[config.mk]
export PLATFORM = sky130hd
export DESIGN_NAME = integer_to_ascii_radix
export DESIGN_NICKNAME = d
export VERILOG_FILES = /design/src/hw/rtl/i2a_pkg.sv /design/src/hw/rtl/i2a_cell.sv /design/src/hw/rtl/integer_to_ascii_radix.sv
export VERILOG_INCLUDE_DIRS = /design/src /design/src/hw/rtl
export SDC_FILE = /design/constraint.sdc
export NUM_CORES = 1
export LEC_CHECK = 0
export ABC_CLOCK_PERIOD_IN_PS = 13700
export BUFFER_PORTS_ARGS = -buffer_cell sky130_fd_sc_hd__buf_2
export CAP_MARGIN = 10
export CORE_ASPECT_RATIO = 0.75
export CORE_MARGIN = 4
export CORE_UTILIZATION = 45
export DETAILED_ROUTE_END_ITERATION = 8
export MAX_ROUTING_LAYER = met4
export SYNTH_ARGS = -nofsm -noshare
export SYNTH_HDL_FRONTEND = slang
export SYNTH_SLANG_ARGS = --single-unit
[constraint.sdc]
create_clock -name clk -period 13.7 [get_ports clk]
set_input_delay 2.055 -clock clk [delete_from_list [all_inputs] [get_ports clk]]
set_output_delay 2.055 -clock clk [all_outputs]
set_load 0.02 [all_outputs]
[src/hw/rtl/integer_to_ascii_radix_macros.svh]
// assertion helpers shared by the rtl
`ifndef INTEGER_TO_ASCII_RADIX_MACROS_SVH
`define INTEGER_TO_ASCII_RADIX_MACROS_SVH

// same-cycle implication
`define I2A_ASSERT_NOW(label, ante, cons) \
    label: assert property (@(posedge clk) disable iff (!rst_n) (ante) |-> (cons)) \
        else $error("i2a assertion failed");

// next-cycle implication
`define I2A_ASSERT_NEXT(label, ante, cons) \
    label: assert property (@(posedge clk) disable iff (!rst_n) (ante) |=> (cons)) \
        else $error("i2a assertion failed");

`endif

[src/hw/rtl/i2a_pkg.sv]
package i2a_pkg;

    localparam int DIGIT_W = 6;
    localparam int CHAR_W  = 8;
    localparam int PDATA_W = 32;
    localparam int PADDR_W = 3;

    localparam logic [DIGIT_W-1:0] RADIX_MIN   = 6'd2;
    localparam logic [DIGIT_W-1:0] RADIX_MAX   = 6'd36;
    localparam logic [DIGIT_W-1:0] RADIX_RESET = 6'd10;
    localparam logic [DIGIT_W-1:0] DIGIT_TEN   = 6'd10;

    localparam logic [CHAR_W-1:0] ASCII_ZERO  = 8'd48;
    localparam logic [CHAR_W-1:0] ASCII_ALPHA = 8'd55;
    localparam logic [CHAR_W-1:0] ASCII_MINUS = 8'd45;

    localparam logic REG_RADIX = 1'b0;

    typedef enum logic [2:0] {
        ST_IDLE = 3'b001,
        ST_CONV = 3'b010,
        ST_EMIT = 3'b100
    } state_t;

    typedef struct packed {
        logic clear;
        logic shift;
    } cell_ctl_t;

    function automatic logic [CHAR_W-1:0] digit_char(input logic [DIGIT_W-1:0] d);
        logic [CHAR_W-1:0] ext;
        ext = {{(CHAR_W-DIGIT_W){1'b0}}, d};
        if (d < DIGIT_TEN)
        begin
            return ext + ASCII_ZERO;
        end
        return ext + ASCII_ALPHA;
    endfunction

endpackage

[src/hw/rtl/i2a_cell.sv]
module i2a_cell (
    input  logic                        clk,
    input  logic                        rst_n,
    input  logic [i2a_pkg::DIGIT_W-1:0] radix,
    input  i2a_pkg::cell_ctl_t          ctl,
    input  logic                        en_in,
    input  logic                        carry_in,
    input  logic [i2a_pkg::DIGIT_W-1:0] digit_in,
    output logic                        en_out,
    output logic                        carry_out,
    output logic [i2a_pkg::DIGIT_W-1:0] digit
);
    import i2a_pkg::*;

    logic [DIGIT_W-1:0] digit_reg, digit_next;
    logic               en_reg;
    logic               carry_reg, carry_next;
    logic [DIGIT_W:0]   dbl;

    // doubled digit plus incoming bit, folded back below the radix
    always_comb
    begin
        dbl = {digit_reg, carry_in};
        if (dbl >= {1'b0, radix})
        begin
            carry_next = 1'b1;
            digit_next = DIGIT_W'(dbl - {1'b0, radix});
        end
        else
        begin
            carry_next = 1'b0;
            digit_next = dbl[DIGIT_W-1:0];
        end
    end

    always_ff @(posedge clk or negedge rst_n)
    begin
        if (!rst_n)
        begin
            digit_reg <= '0;
            en_reg    <= 1'b0;
            carry_reg <= 1'b0;
        end
        else if (ctl.clear)
        begin
            digit_reg <= '0;
            en_reg    <= 1'b0;
            carry_reg <= 1'b0;
        end
        else if (ctl.shift)
        begin
            digit_reg <= digit_in;
        end
        else
        begin
            en_reg <= en_in;
            if (en_in)
            begin
                digit_reg <= digit_next;
                carry_reg <= carry_next;
            end
        end
    end

    assign en_out    = en_reg;
    assign carry_out = carry_reg;
    assign digit     = digit_reg;

endmodule

[src/hw/rtl/integer_to_ascii_radix.sv]
// requests: a value is accepted only while idle, i.e. once the previous value's last character
//   has been registered for output; leading zero digit positions are skipped without output
// negative values add a leading minus character
// conversion: bits enter the digit cell chain one per cycle while the carry wavefront
//   ripples through the cells; readout visits one digit position per cycle unless the sink stalls
// reset: radix returns to 10, cell chain, sequencer and output register cleared
module integer_to_ascii_radix #(
    parameter int VALUE_WIDTH = 32
) (
    input  logic                        clk,
    input  logic                        rst_n,
    input  logic                        psel,
    input  logic                        penable,
    input  logic                        pwrite,
    input  logic [i2a_pkg::PADDR_W-1:0] paddr,
    input  logic [i2a_pkg::PDATA_W-1:0] pwdata,
    output logic [i2a_pkg::PDATA_W-1:0] prdata,
    output logic                        pready,
    input  logic signed [VALUE_WIDTH-1:0] value,
    input  logic                        in_valid,
    output logic                        in_ready,
    output logic [i2a_pkg::CHAR_W-1:0]  character,
    output logic                        last_char,
    output logic                        out_valid,
    input  logic                        out_ready
);
    import i2a_pkg::*;

    `include "integer_to_ascii_radix_macros.svh"

    localparam int N     = VALUE_WIDTH;
    localparam int CNT_W = $clog2(2 * N);

    logic [DIGIT_W-1:0] radix_reg;
    logic [DIGIT_W-1:0] eff_radix;
    logic               reg_sel;

    state_t             state_reg, state_next;
    logic [CNT_W-1:0]   cnt_reg, cnt_next;
    logic [N-1:0]       mag_reg, mag_next;
    logic               neg_reg, neg_next;
    logic               seen_reg, seen_next;
    logic               out_valid_reg, out_valid_next;
    logic [CHAR_W-1:0]  character_reg, character_next;
    logic               last_char_reg, last_char_next;

    logic               in_acc;
    logic               out_free;
    logic               last_pos;
    logic               feed;
    cell_ctl_t          ctl;

    logic               en    [0:N];
    logic               carry [0:N];
    logic [DIGIT_W-1:0] dig   [0:N-1];
    logic [DIGIT_W-1:0] dig_in [0:N-1];

    // config register
    assign pready  = 1'b1;
    assign reg_sel = paddr[PADDR_W-1];

    always_ff @(posedge clk or negedge rst_n)
    begin
        if (!rst_n)
        begin
            radix_reg <= RADIX_RESET;
        end
        else if (psel && penable && pwrite && (reg_sel == REG_RADIX))
        begin
            radix_reg <= pwdata[DIGIT_W-1:0];
        end
    end

    always_comb
    begin
        prdata = '0;
        if (reg_sel == REG_RADIX)
        begin
            prdata = {{(PDATA_W-DIGIT_W){1'b0}}, radix_reg};
        end
    end

    always_comb
    begin
        if (radix_reg < RADIX_MIN)
        begin
            eff_radix = RADIX_MIN;
        end
        else if (radix_reg > RADIX_MAX)
        begin
            eff_radix = RADIX_MAX;
        end
        else
        begin
            eff_radix = radix_reg;
        end
    end

    // digit cell chain, least significant digit in cell 0
    assign en[0]    = feed;
    assign carry[0] = mag_reg[N-1];

    genvar gi;
    generate
        for (gi = 0; gi < N; gi++)
        begin : g_cell
            if (gi == 0)
            begin : g_first
                assign dig_in[gi] = '0;
            end
            else
            begin : g_rest
                assign dig_in[gi] = dig[gi-1];
            end

            i2a_cell u_cell (
                .clk       (clk),
                .rst_n     (rst_n),
                .radix     (eff_radix),
                .ctl       (ctl),
                .en_in     (en[gi]),
                .carry_in  (carry[gi]),
                .digit_in  (dig_in[gi]),
                .en_out    (en[gi+1]),
                .carry_out (carry[gi+1]),
                .digit     (dig[gi])
            );
        end
    endgenerate

    // sequencer
    assign in_ready = (state_reg == ST_IDLE);
    assign in_acc   = in_valid && in_ready;
    assign out_free = !out_valid_reg || out_ready;
    assign last_pos = (cnt_reg == CNT_W'(N - 1));
    assign feed     = (state_reg == ST_CONV) && (cnt_reg < CNT_W'(N));

    always_comb
    begin
        state_next     = state_reg;
        cnt_next       = cnt_reg;
        mag_next       = mag_reg;
        neg_next       = neg_reg;
        seen_next      = seen_reg;
        character_next = character_reg;
        last_char_next = last_char_reg;
        out_valid_next = out_ready ? 1'b0 : out_valid_reg;
        ctl            = '0;

        case (state_reg)
            ST_IDLE:
            begin
                if (in_acc)
                begin
                    ctl.clear  = 1'b1;
                    neg_next   = value[N-1];
                    mag_next   = value[N-1] ? (~value + N'(1)) : value;
                    cnt_next   = '0;
                    seen_next  = 1'b0;
                    state_next = ST_CONV;
                end
            end
            ST_CONV:
            begin
                mag_next = {mag_reg[N-2:0], 1'b0};
                if (cnt_reg == CNT_W'(2 * N - 2))
                begin
                    cnt_next   = '0;
                    state_next = ST_EMIT;
                end
                else
                begin
                    cnt_next = cnt_reg + CNT_W'(1);
                end
            end
            ST_EMIT:
            begin
                if (out_free)
                begin
                    if (neg_reg)
                    begin
                        neg_next       = 1'b0;
                        character_next = ASCII_MINUS;
                        last_char_next = 1'b0;
                        out_valid_next = 1'b1;
                    end
                    else if ((dig[N-1] == '0) && !seen_reg && !last_pos)
                    begin
                        ctl.shift = 1'b1;
                        cnt_next  = cnt_reg + CNT_W'(1);
                    end
                    else
                    begin
                        ctl.shift      = 1'b1;
                        cnt_next       = cnt_reg + CNT_W'(1);
                        seen_next      = 1'b1;
                        character_next = digit_char(dig[N-1]);
                        last_char_next = last_pos;
                        out_valid_next = 1'b1;
                        if (last_pos)
                        begin
                            state_next = ST_IDLE;
                        end
                    end
                end
            end
            default:
            begin
                state_next = ST_IDLE;
            end
        endcase
    end

    always_ff @(posedge clk or negedge rst_n)
    begin
        if (!rst_n)
        begin
            state_reg     <= ST_IDLE;
            cnt_reg       <= '0;
            neg_reg       <= 1'b0;
            seen_reg      <= 1'b0;
            out_valid_reg <= 1'b0;
            character_reg <= '0;
            last_char_reg <= 1'b0;
        end
        else
        begin
            state_reg     <= state_next;
            cnt_reg       <= cnt_next;
            neg_reg       <= neg_next;
            seen_reg      <= seen_next;
            out_valid_reg <= out_valid_next;
            character_reg <= character_next;
            last_char_reg <= last_char_next;
        end
    end

    always_ff @(posedge clk)
    begin
        mag_reg <= mag_next;
    end

    assign out_valid = out_valid_reg;
    assign character = character_reg;
    assign last_char = last_char_reg;

    `I2A_ASSERT_NOW(a_top_no_carry, 1'b1, !carry[N])
    `I2A_ASSERT_NOW(a_chain_busy_only_in_conv, en[1], state_reg == ST_CONV)
    `I2A_ASSERT_NEXT(a_request_starts_conv, in_valid && in_ready, state_reg == ST_CONV)
    `I2A_ASSERT_NOW(a_minus_never_last, out_valid && (character == ASCII_MINUS), !last_char)

endmodule

; ---- Word-level counts from Yosys, hierarchy flattened
; Index checks and enable logic that the tools add are counted.
; Widths: inputs -> output; s select.
[classes]
n_addsub = 36
n_mul = 0
n_div = 0
n_lt_le_gt_ge = 36
n_eq_ne = 13
n_shift = 0
mux = 361
bitwise_logic = 2
reduce_logical = 115
[op_table]
columns = op, count
row1 = $mux 6, 135
row2 = $ge 7x6->1, 32
row3 = $mux 1, 209
row4 = $sub 6x6->6, 32
row5 = $reduce_bool 3->1, 33
row6 = $reduce_bool 2->1, 33
row7 = $mux 32, 2
row8 = $pmux 32 s2, 1
row9 = $reduce_and 2->1, 32
row10 = $add 32x2->32 const B, 1
row11 = $mux 8, 4
row12 = $not 32->32, 1
row13 = $mux 3, 6
row14 = $pmux 6 s3, 1
row15 = $add 6x6->7 const B, 2
row16 = $ne 2x2->1 const B, 5
row17 = $pmux 3 s3, 1
row18 = $logic_and 1x1->1, 7
row19 = $add 6x1->6 const B, 1
row20 = $eq 6x5->1 const B, 1
row21 = $eq 6x6->1 const B, 1
row22 = $gt 6x6->1 const B, 1
row23 = $logic_not 6->1, 1
row24 = $lt 6x2->1 const B, 1
row25 = 14 further kinds, 20
[totals]
regBits = 313
latchBits = 0
ram_bits = 0
mem_bits_ro = 0
output_inout_bits = 44
elab_cells = 666
mem_count = 0

; ---- Logic depth before layout (Yosys ltp)
; Gate-level depths: netlist of the first run.
[logic_depth]
ltp_word = 10
ltp_mapped = 11
mapped_depth_nobuf = 11

; ---- Modules after synthesis
; A second synthesis of the first run with hierarchy kept.
[unflattened]
hier_cells = 3404
area_unflattened_um2 = 29623.4
[by_module_without_submodules]
columns = mod, instances, cells_per_inst, area_per_inst_um2, seq_area_each_um2
row1 = i2a_cell (g_cell[1].u_cell ...), 17, 100, 820.8, 200.2
row2 = i2a_cell (g_cell[0].u_cell ...), 15, 88, 797.0, 200.2
row3 = integer_to_ascii_radix, 1, 384, 3714.8, 1615.3

; ---- Least setup slack after synthesis of the first run
; Ideal clock, no wire load.
[synth_path]
path_type = register -> register
start = register radix_reg[2]
end = register g_cell[2].u_cell.digit_reg[0]
setup_time_ns = 0.083
arrival_time_ns = 4.726
required_time_ns = 13.617
setup_slack_ns = 8.891
path_stages_with_launch = 11
cell_sequence = dfrtp_1 -> nor3_1 -> a21o_1 -> inv_1 -> ha_1 -> and3_1 -> a2111oi_0 -> o21a_1 -> buf_1 -> mux2_2 -> o21ai_0
[synth_between]
elab_chain_cells = 8
elab_cells_between_ends = 10
classes_between = 1 x add/sub / 3 x order compare / 6 x mux
[synth_rtl]
columns = element, line_no
row1 = start: declaration, integer_to_ascii_radix.sv:34  ; logic [DIGIT_W-1:0] radix_reg;
row2 = start signal: assignment, integer_to_ascii_radix.sv:70  ; radix_reg <= pwdata[DIGIT_W-1:0];
row3 = $gt 6x6->1, integer_to_ascii_radix.sv:89  ; else if (radix_reg > RADIX_MAX)
row4 = $mux 6, integer_to_ascii_radix.sv:89
row5 = $mux 6 (*), integer_to_ascii_radix.sv:85  ; if (radix_reg < RADIX_MIN)
row6 = $sub 6x6->6 or $ge 7x6->1 (tied branches), "i2a_cell.sv:27, i2a_cell.sv:24"
row7 = $mux 6 (*), i2a_cell.sv:24  ; if (dbl >= {1'b0, radix})
row8 = $mux 6 (*), i2a_cell.sv:57  ; if (en_in)
row9 = $mux 6 (*), i2a_cell.sv:50  ; else if (ctl.shift)
row10 = $mux 6 (*), i2a_cell.sv:44  ; else if (ctl.clear)
row11 = end signal: assignment, i2a_cell.sv:52  ; digit_reg <= digit_in;
row12 = end signal: assignment, i2a_cell.sv:59  ; digit_reg <= digit_next;
row13 = end: declaration, i2a_cell.sv:15  ; logic [DIGIT_W-1:0] digit_reg, digit_next;
; Mark *: on every way between the ends. The rest lies on a longest branch, timed or not. The select of a mux whose other input is x is not followed.
; A chain may end at the register's enable or synchronous reset.

; ---- Worst setup path in the final report of the first run
[layout_path]
start = input paddr[2] in the netlist's numbering
end = output prdata[0] in the netlist's numbering
[layout_between]
elab_chain_cells = 1
[layout_rtl]
columns = element, line_no
row1 = start: declaration, integer_to_ascii_radix.sv:15  ; input logic [i2a_pkg::PADDR_W-1:0] paddr,
row2 = $mux 6, integer_to_ascii_radix.sv:77  ; if (reg_sel == REG_RADIX)
row3 = end: declaration, integer_to_ascii_radix.sv:17  ; output logic [i2a_pkg::PDATA_W-1:0] prdata,
; Every way passes these cells.

==> results of run 1 <==
==> worst min-delay path by stage <==
stage	depth (start not counted)	slack [ns]	startpoint	end
floorplan	2	0.46	seen_reg	seen_reg
global placement	2	0.46	character[0]	character[0]
detailed placement	2	0.46	character[2]	character[2]
CTS	2	0.48	character[2]	character[2]
global route	2	0.50	character[2]	character[2]
finish	2	0.47	character[2]	character[2]
==> kinds of logic (layout without fill, tap and decap cells) <==
group                      after synthesis  count (layout)  share of synthesized area
xor gates and xnor gates                98              98                     0.0358
buffers and inverters                  234             249                     0.0419
DFF                                    312             312                      0.333
AOI/OAI and AO/OA                      994             994                      0.270
muxes                                   78              78                     0.0334
adders and majority gates              261             261                      0.146
other                                    2              28                   0.000314
and+or+nand+nor                        702             702                      0.139
==> cells in the final DEF (no fill, tap or decap), drive strengths merged, types with 19 or more instances in the layout <==
cell and count:
nand2 207, conb 28, xor2 53, a31oi 36
a211o 20, mux2i 63, a21oi 197, xnor2 45
a41oi 26, dfrtp 277, nor2b 62, o21ai 275
nand4 26, nand2b 25, a311oi 20, a211oi 39
o311ai 26, nor3 51, a22oi 146, fa 32
o31a 22, nor2 201, o21a 65, inv 107
a21o 61, ha 229, buf 81, clkbuf 56
o211ai 19, edfxtp 32, nand3 52
==> synthesized netlist by cell type, drive strengths merged, types with 4 or more instances <==
| cell type | instances |
|---|---|
| a211o | 20 |
| a211oi | 39 |
| a21o | 61 |
| a21oi | 197 |
| a221o | 6 |
| a22oi | 146 |
| a311oi | 20 |
| a31oi | 36 |
| a41oi | 26 |
| and3 | 15 |
| buf | 57 |
| clkbuf | 72 |
| dfrtp | 277 |
| edfxtp | 32 |
| fa | 32 |
| ha | 229 |
| inv | 105 |
| mux2 | 15 |
| mux2i | 63 |
| nand2 | 207 |
| nand2b | 25 |
| nand3 | 52 |
| nand3b | 5 |
| nand4 | 26 |
| nand4b | 5 |
| nor2 | 201 |
| nor2b | 62 |
| nor3 | 51 |
| nor3b | 9 |
| nor4 | 7 |
| nor4b | 6 |
| o211ai | 19 |
| o21a | 65 |
| o21ai | 275 |
| o311ai | 26 |
| o31a | 22 |
| o31ai | 11 |
| o41ai | 4 |
| or3 | 13 |
| or4 | 8 |
| xnor2 | 45 |
| xor2 | 53 |
==> per-layer routing <==
| layer | wire length [µm] | share of wire | vias to the layer above | GRT usage |
|---|---|---|---|---|
| met5 | 0 | 0 | - | - |
| met4 | 1240 | 0.019 | 0 | 0.0555 |
| met3 | 3570 | 0.054 | 98 | 0.0321 |
| met2 | 28500 | 0.43 | 546 | 0.343 |
| met1 | 32700 | 0.50 | 10200 | 0.344 |
| li1 | - | - | 10000 | - |
==> metrics by stage <==
stage,hold WS (ns),cell area (µm²),power [mW],cells
after floorplan,0.459,24000,2.76,2707
after CTS,0.478,26000,4.28,3425
final,0.473,26000,4.27,3425
after global routing,0.501,26000,4.60,3425
after global placement,0.461,24800,3.22,3362
after detailed placement,0.464,24800,3.28,3362
==> power groups by stage <==
stage / combinational [mW] / sequential, mW / clock [mW]
after global routing: 2.34 / 1.22 / 1.04
after detailed placement: 2.06 / 1.22 / 0
final: 2.08 / 1.21 / 0.980
after CTS: 2.07 / 1.20 / 1.00
after floorplan: 1.59 / 1.17 / 0
after global placement: 2.00 / 1.22 / 0
==> critical path: cells and delay by family <==
family,cells,cell delay (ns)
buffers and inverters,2,0.30
AND/OR/NAND/NOR,1,0.11
==> area by class of cell <==
type	instances	area, µm²	share of cell area
Multi-Input combinational cell	2161	15100	0.581
Clock inverter	7	67.6	0.00260
Tap cell	703	880	0.0338
Timing Repair Buffer	81	478	0.0184
Inverter	105	394	0.0152
Clock buffer	56	1100	0.0422
Sequential cell	312	7970	0.307
==> metrics, run 1 <==
Distinct cells, synth=74; critical path endpoint category=output port; Fin. Hold Viols=0; setup TNS=0 ns; max frequency=221 MHz; Syn Inst Count=roughly 2700; Worst Path Arrival=2.48 ns; final setup vio count=0; first-pass GRT wire length=108000 µm; Synth area leaders=dfrtp_1 (29%), ha_1 (12%), o21ai_0 (5.7%); Critical Path Max Stage Delay=0.17 ns; part of the power in registers=0.283; setup ws final=about 9.2 ns; gr usage total=0.234; DP HPWL=42600 µm; Tightest Pin Transition=around 1.1 ns; post-synth top area share=0.289; setup repair after global routing missed its margin=no; Post-Place Worst Slack=approximately 9 ns; worst hold path class=reg2reg; maximum VDD drop=~0.00011 V; Worst R2R Start=radix_reg[2]; Die Y=208 µm; FF+latch count, synth=312; status=complete, no violations; Sw Share=0.419; core box area=0.0521 mm²; Most common cell on crit path=buf_2; Syn Area/Cell=8.93 µm²; DRT Pass-1 Iters=6; Clock power frac=0.230; Worst-path clk slew=0.06 ns; crit path kind=in2out; H-tree depth=2; die area=0.0570 mm²; minimum clock period=4.53 ns; period utilization=0.331; clock insertion delay at the later pin of the skew report=about 0.56 ns; Ports=118; FILL cells=4957; CTS tree=built; IO Port Bufs=61; register-to-register setup slack=9.43 ns; via/cell ratio=6.08; Starting Density=0.460; post-cts sizing count=0; FFs w/ async S/R, synth=0.897; post-route ant nets=0; Residual DRC=0; Mapped Area=0.0239 mm²; # nets final=3032; vias in the first global route=20200; FP Rows=72; total CTS buffers=36; Max-slew headroom=0.255; Slew Viols, Final=0; Chip Width=around 270 µm; Leakage=11.5 nW; sequential fraction of the synthesis area=0.333; Post-synth EDFFs=32; largest area contributor in the netlist=dfrtp_1; layout cells sized above 1=0.0654; Critical Path, Cell by Cell=buf_2, nor2b_1, buf_2; initial antenna violation count=0; max FFs per register=192; Max-cap violations=0; cts hold-fix bufs=0; Root Driver=clkbuf_16; WL per Instance=19.3 µm; Critical path destination=prdata[0]; largest net degree at the start of global routing=191; Power Density=roughly 160 mW/mm²; grt ovf=0; combinational share of power=0.488; Most used DFF post-synth=dfrtp_1; vias=20800; DR iter-0 viols=1636; Clock Tree Buf Depth=3; fin util=0.499; worst reg2reg path endpoint=g_cell[2].u_cell.digit[1]; clk_skew=0.0251 ns; # diodes=0; Syn-to-layout area delta=8.59%; setup bufs post-CTS=0; CP Max Fanout=7; switching power=1.79 mW; CP required=11.64 ns; launch point of the worst path=paddr[2]; Power Internal=approximately 2.5 mW; crit start category=input port; yosys warns=0; Reg2Reg Depth=11; final WL=~66000 µm; RePlAce Congestion=0.848; clock sink count=312; slowest CP cell=buf_2
Power figures use the tool's default switching activity.
==> run 2: changes to the inputs <==
--- a/config.mk
+++ b/config.mk
@@ -6,7 +6,7 @@
 export SDC_FILE = /design/constraint.sdc
 export NUM_CORES = 1
 export LEC_CHECK = 0
-export ABC_CLOCK_PERIOD_IN_PS = 13700
+export ABC_CLOCK_PERIOD_IN_PS = 4300
 export BUFFER_PORTS_ARGS = -buffer_cell sky130_fd_sc_hd__buf_2
 export CAP_MARGIN = 10
 export CORE_ASPECT_RATIO = 0.75
==> constraint.sdc (replaced) <==
create_clock -name clk -period 4.3 [get_ports clk]
set_input_delay 0.645 -clock clk [delete_from_list [all_inputs] [get_ports clk]]
set_output_delay 0.645 -clock clk [all_outputs]
set_load 0.02 [all_outputs]
==> metrics, run 2 (synthesized netlist as in run 1, its figures left out) <==
status=complete, no violations; DR iter-0 viols=1624 (-0.73%); max frequency=288 MHz; Most common cell on crit path=and3_1; register area=0.00797 mm² (unchanged); # diodes=0 (unchanged); worst hold path class=in2async; slowest CP cell=a31oi_1; Syn-to-layout area delta=10.4%; die area=0.0570 mm² (unchanged); minimum clock period=3.47 ns; FP Rows=72 (unchanged); final setup vio count=0 (unchanged); Critical Path, Cell by Cell=inv_2, nand2_2, buf_4, ha_1, and3_1, o21ai_0, a31oi_1, mux2i_1, and3_1, a21oi_1; Worst Path Arrival=3.90 ns (+1.42 ns); Tot Pwr=13.9 mW (+230%); Power Internal=8.12 mW (+230%); initial antenna violation count=0 (unchanged); Fin. Hold Viols=0 (unchanged); Tightest Pin Transition=0.941 ns (-0.162 ns); vias in the first global route=20000 (-0.78%); cell area after layout=0.0264 mm² (+1.7%); crit start category=flip-flop; # nets final=3068 (+1.2%); Max-slew headroom=0.370 (+0.115); commonest cells after routing, fill and taps aside=dfrtp_1 (277), o21ai_0 (271), ha_1 (229); final WL=65400 µm (-0.97%); Chip Width=274 µm (unchanged); Buffers & Inverters on Critical Path=2 (unchanged); gr usage total=0.233 (-0.000999); DP HPWL=44800 µm (+5.2%); IO Port Bufs=61 (unchanged); post-cts sizing count=0 (unchanged); post-route ant nets=0 (unchanged); max FFs per register=192 (unchanged); multi-input logic area=0.0151 mm² (unchanged); Worst-path clk slew=0.06 ns (about the same); DRT Pass-1 Iters=7 (+1); combinational share of power=0.490 (+0.002); clock sink count=312 (unchanged); Die Y=208 µm (unchanged); Root Driver=clkbuf_16; vias=20800 (-0.18%); period utilization=0.807; Clock power frac=0.232 (+0.002); Top delay family on crit path=compound AO/OA/AOI/OAI gates; largest net degree at the start of global routing=126 (-34%); core box area=0.0521 mm² (unchanged); CP required=4.73 ns (-6.91 ns); total CTS buffers=37 (+2.8%); Finished Layout Cells=3465 (+1.2%); Starting Density=0.460 (unchanged); placed cells=3397 (+1.0%); crit path kind=reg2reg; part of the power in registers=0.278 (-0.005); grt ovf=0 (unchanged); Power Density=525 mW/mm² (+220%); maximum VDD drop=0.000257 V (+130%); Leakage=11.8 nW (+2.0%); switching power=5.76 mW (+220%); Max-cap violations=0 (unchanged); CP Max Fanout=17 (+10); critical path endpoint category=flip-flop; layout cells sized above 1=0.0793 (+0.0139); clk_skew=0.0183 ns (-0.00681 ns); fin util=0.508 (+0.00834); Sw Share=0.415 (-0.00414); Clock Tree Buf Depth=3 (unchanged); Ports=118 (unchanged); Residual DRC=0 (unchanged); setup bufs post-CTS=0 (unchanged); WL per Instance=18.9 µm (-2.1%); FILL cells=4933 (-0.48%); Slew Viols, Final=0 (unchanged); CTS tree=built; Critical Path Max Stage Delay=0.70 ns (+0.53 ns); setup TNS=0 ns (unchanged); clock insertion delay at the later pin of the skew report=0.56 ns (about the same); via/cell ratio=6.00 (-1.3%); Area after DPL=0.0252 mm² (+1.5%); cts hold-fix bufs=0 (unchanged); setup repair after global routing missed its margin=no; first-pass GRT wire length=108000 µm (-0.52%); RePlAce Congestion=0.864 (+1.9%); H-tree depth=2 (unchanged); Worst R2R Start=radix_reg[5]; commonest non-fill, non-tap cell in the layout=dfrtp_1; launch point of the worst path=radix_reg[5]
[run 2: cell types whose count changed in the layout (fill, tap and decap cells not counted), sizes merged]
cell,before,now
buf,81,116
bufinv,1,2
clkbuf,56,53
clkinv,4,8
clkinvlp,0,3
[run 2: layer usage]
layer | up-vias | global-route usage | part of all wire
met5 | - | - | 0
met4 | 0 | 0.0459 | 0.015
met3 | 75 | 0.0329 | 0.051
met2 | 473 | 0.331 | 0.43
met1 | 10100 | 0.355 | 0.51
li1 | 10100 | - | -
[run 2: worst reg2reg max path, delay by kind of cell, from the launching register on]
family	cells	cell delay [ns]
fa+ha+maj	1	0.36
buf+inv	2	0.59
flops	1	0.42
compound gates	3	0.88
mux	1	0.25
simple gates	3	0.86
[run 2: worst paths after layout]
check	to	slack (ns)	cells after the start
hold reg to reg	character[4]	0.48	2
setup reg to reg	g_cell[10].u_cell.digit[2]	0.83	10
setup / recovery	g_cell[10].u_cell.digit[2]	0.83	10
max in group asynchronous	g_cell[29].u_cell.digit[1]	3.21	2
min in group clk	radix_reg[5]	0.34	2
hold / removal	character[0]	0.15	1
[run 2: area by class of cell]
cell class,instances,share of cell area
inverter,105,0.0149
tap,703,0.0333
multi-input combinational,2161,0.572
clock inverter,15,0.00559
sequential,312,0.302
timing repair buffer,116,0.0318
clock buffer,53,0.0412
[run 2: through the flow]
step           hold slack [ns]  setup slack (ns)
2_1_floorplan            0.349            0.0629
5_1_grt                  0.213             0.590
6_report                 0.152             0.829
4_1_cts                  0.181             0.817
3_3_place_gp             0.463             0.896
3_5_place_dp             0.473             0.819
[run 2: power groups by stage]
stage	clock, mW	combinational, mW	sequential (mW)
finish	3.22	6.80	3.85
global route	3.44	7.62	3.90
CTS	3.33	6.76	3.84
detailed placement	0	6.71	3.89
global placement	0	6.51	3.88
floorplan	0	5.08	3.72
==> run 3: changes to the inputs <==
--- a/config.mk
+++ b/config.mk
@@ -6,7 +6,8 @@
 export SDC_FILE = /design/constraint.sdc
 export NUM_CORES = 1
 export LEC_CHECK = 0
-export ABC_CLOCK_PERIOD_IN_PS = 4300
+export ABC_AREA = 1
+export ABC_CLOCK_PERIOD_IN_PS = 2900
 export BUFFER_PORTS_ARGS = -buffer_cell sky130_fd_sc_hd__buf_2
 export CAP_MARGIN = 10
 export CORE_ASPECT_RATIO = 0.75
==> constraint.sdc (replaced) <==
create_clock -name clk -period 2.9 [get_ports clk]
set_input_delay 0.435 -clock clk [delete_from_list [all_inputs] [get_ports clk]]
set_output_delay 0.435 -clock clk [all_outputs]
set_load 0.02 [all_outputs]
==> metrics, run 3 <==
Max-cap violations=0 (unchanged); Tightest Pin Transition=1.05 ns (+0.107 ns); largest net degree at the start of global routing=110 (-13%); vias in the first global route=22700 (+13%); Synth area leaders=dfrtp_1 (26%), nand2_1 (11%), ha_1 (11%); Area after DPL=0.0289 mm² (+15%); post-route ant nets=0 (unchanged); worst reg2reg path endpoint=g_cell[26].u_cell.digit[4]; final setup vio count=0 (unchanged); Worst-path clk slew=0.06 ns (about the same); H-tree depth=2 (unchanged); crit path kind=reg2reg; Worst Path Arrival=3.25 ns (-0.65 ns); largest area contributor in the netlist=dfrtp_1; Ports=118 (unchanged); Starting Density=0.456 (-0.00351); Sw Share=0.489 (+0.0739); Most used DFF post-synth=dfrtp_1; vias=24800 (+19%); die area=0.0624 mm² (+9.5%); Reg2Reg Depth=15 (+5); # diodes=0 (unchanged); via/cell ratio=5.12 (-15%); Residual DRC=0 (unchanged); Syn Area/Cell=6.84 µm² (-23%); status=complete, no violations; Syn-to-layout area delta=16.7%; Root Driver=clkbuf_16; Tot Pwr=38.1 mW (+170%); Mapped Area=0.0263 mm² (+9.8%); combinational share of power=0.645 (+0.155); Clock Tree Buf Depth=3 (unchanged); Fin. Hold Viols=0 (unchanged); CP Max Fanout=16 (-1); clock sink count=312 (unchanged); Hold EP=radix_reg[3]; setup TNS=0 ns (unchanged); register-to-register setup slack=0.08 ns (-0.75 ns); crit start category=flip-flop; critical path endpoint category=flip-flop; clock insertion delay at the later pin of the skew report=0.56 ns (about the same); hold path startpoint=pwdata[3]; gr usage total=0.236 (+0.00287); part of the power in registers=0.219 (-0.059); CTS tree=built; core box area=0.0576 mm² (+11%); Syn Inst Count=3844 (+43%); Clock power frac=0.137 (-0.095); WL per Instance=15.1 µm (-20%); RePlAce Congestion=0.909 (+5.1%); Chip Width=287 µm (+4.7%); grt ovf=0 (unchanged); FF+latch count, synth=312 (unchanged); Min-Delay Path Depth=3; switching power=18.6 mW (+220%); most numerous cell in the Yosys netlist=nand2_1; minimum clock period=2.82 ns (-0.655 ns); max frequency=355 MHz (+23%); Distinct cells, synth=41 (-45%); FP Rows=76 (+5.6%); cell area after layout=0.0307 mm² (+16%); sequential fraction of the synthesis area=0.303 (-0.0298); max FFs per register=192 (unchanged); DRT Pass-1 Iters=6 (-1); setup repair after global routing missed its margin=yes; Power Internal=19.5 mW (+140%); yosys warns=0 (unchanged); maximum VDD drop=0.000618 V (+140%); period utilization=0.971 (+0.164); # nets final=4362 (+42%); clk_skew=0.0189 ns (+0.000586 ns); post-synth top area share=0.264 (-0.0259); Die Y=217 µm (+4.6%); Power Density=1240 mW/mm² (+140%); commonest non-fill, non-tap cell in the layout=nand2_1; CP required=3.34 ns (-1.39 ns); commonest cells after routing, fill and taps aside=nand2_1 (768), inv_1 (536), nor2_1 (481); Leakage=15.8 nW (+35%); worst hold path class=in2reg; final WL=73000 µm (+12%); DR iter-0 viols=1533 (-5.6%); Worst R2R Start=radix_reg[3]; Max-slew headroom=0.294 (-0.0755); FFs w/ async S/R, synth=0.897 (unchanged); Slew Viols, Final=0 (unchanged); initial antenna violation count=0 (unchanged); DP HPWL=50600 µm (+13%); Post-synth EDFFs=32 (unchanged); layout cells sized above 1=0.136 (+0.0566); first-pass GRT wire length=120000 µm (+11%); IO Port Bufs=61 (unchanged); total CTS buffers=38 (+2.7%); Synth top cells by count=nand2_1 (788), inv_1 (573), nor2_1 (487)
==> run 3: cell count changes after synthesis, sizes merged, moves of 62 or more <==
cell	previous run	this run
nor2b	62	0
a21oi	197	384
mux2i	63	0
o21ai	275	186
inv	105	582
o21a	65	1
nand3	52	332
nand2	207	790
nor2	201	499
a22oi	146	4
==> run 3: kinds of logic (layout without fill, tap and decap cells) <==
kind of cell	Yosys count	after routing	synth area share
fa+ha+maj	261	261	0.133
other cells	2	28	0.000286
simple gates	1809	1811	0.292
compound gates	669	669	0.136
buf+inv	715	899	0.110
xor+xnor	76	76	0.0253
flops	312	312	0.303
==> run 3: final cells by class <==
type / count / area [µm²]
Sequential cell: 312 / 7970
Multi-Input combinational cell: 2845 / 16200
Timing Repair Buffer: 247 / 2010
Tap cell: 780 / 976
Fill cell: 5726 / 26900
Clock buffer: 47 / 1050
Inverter: 583 / 2210
Clock inverter: 22 / 279
==> run 3: timing repair <==
item / in CTS / in global routing
gates resized for setup: 1 / 54
gates cloned: 0 / 4
hold endpoints to repair: 61 / 0
setup buffers: 0 / 25
pin swaps: 0 / 21
hold buffers: 1 / 0
setup endpoints to repair: 7 / 183
==> run 3: stage by stage <==
| step | hold slack [ns] | worst slack (ns) | util | cells |
|---|---|---|---|---|
| 2_1_floorplan | 0.139 | -1.17 | - | 3870 |
| 3_3_place_gp | 0.448 | 0.0240 | 0.501 | 4738 |
| 3_5_place_dp | 0.457 | -0.0402 | 0.501 | 4738 |
| 4_1_cts | 0.0882 | 0.0144 | 0.524 | 4808 |
| 5_1_grt | 0.137 | -0.0706 | 0.533 | 4836 |
| 6_report | 0.118 | 0.0841 | 0.533 | 4836 |
==> run 3: worst max-delay path by stage <==
stage / from / end / depth (start not counted)
after floorplan: radix_reg[5] / g_cell[26].u_cell.digit[4] / 13
after global placement: radix_reg[4] / g_cell[24].u_cell.digit[4] / 12
after detailed placement: radix_reg[4] / g_cell[6].u_cell.digit[1] / 16
after CTS: radix_reg[1] / g_cell[26].u_cell.digit[4] / 16
after global routing: radix_reg[4] / g_cell[1].u_cell.digit[4] / 18
final: radix_reg[3] / g_cell[26].u_cell.digit[4] / 15
==> run 3: per-layer routing <==
metal	GRT usage	vias to the layer above	wire length, µm
met5	-	-	0
met4	0.0437	0	1150
met3	0.0243	72	2690
met2	0.335	408	29900
met1	0.365	11400	39200
li1	-	12900	-
==> run 3: power groups by stage <==
stage                     sequential (mW)  clock (mW)  combinational [mW]
after floorplan                      7.76           0                18.4
after global placement               8.36           0                23.6
after detailed placement             8.34           0                23.8
after CTS                            8.29        5.33                23.9
after global routing                 8.60        5.49                28.2
final                                8.33        5.21                24.6
==> run 3: critical path, cell delays in order (launching register included) <==
cell and delay, ns:
dfstp_2 0.55, nor2_4 0.05, a21oi_4 0.16, o21ai_4 0.10
a21oi_4 0.26, buf_12 0.18, clkinvlp_4 0.13, buf_12 0.21
fa_2 0.42, inv_2 0.07, nand3_1 0.06, nand2_1 0.10
xnor2_1 0.14, nand2_1 0.07, o211ai_1 0.09, a21oi_1 0.08
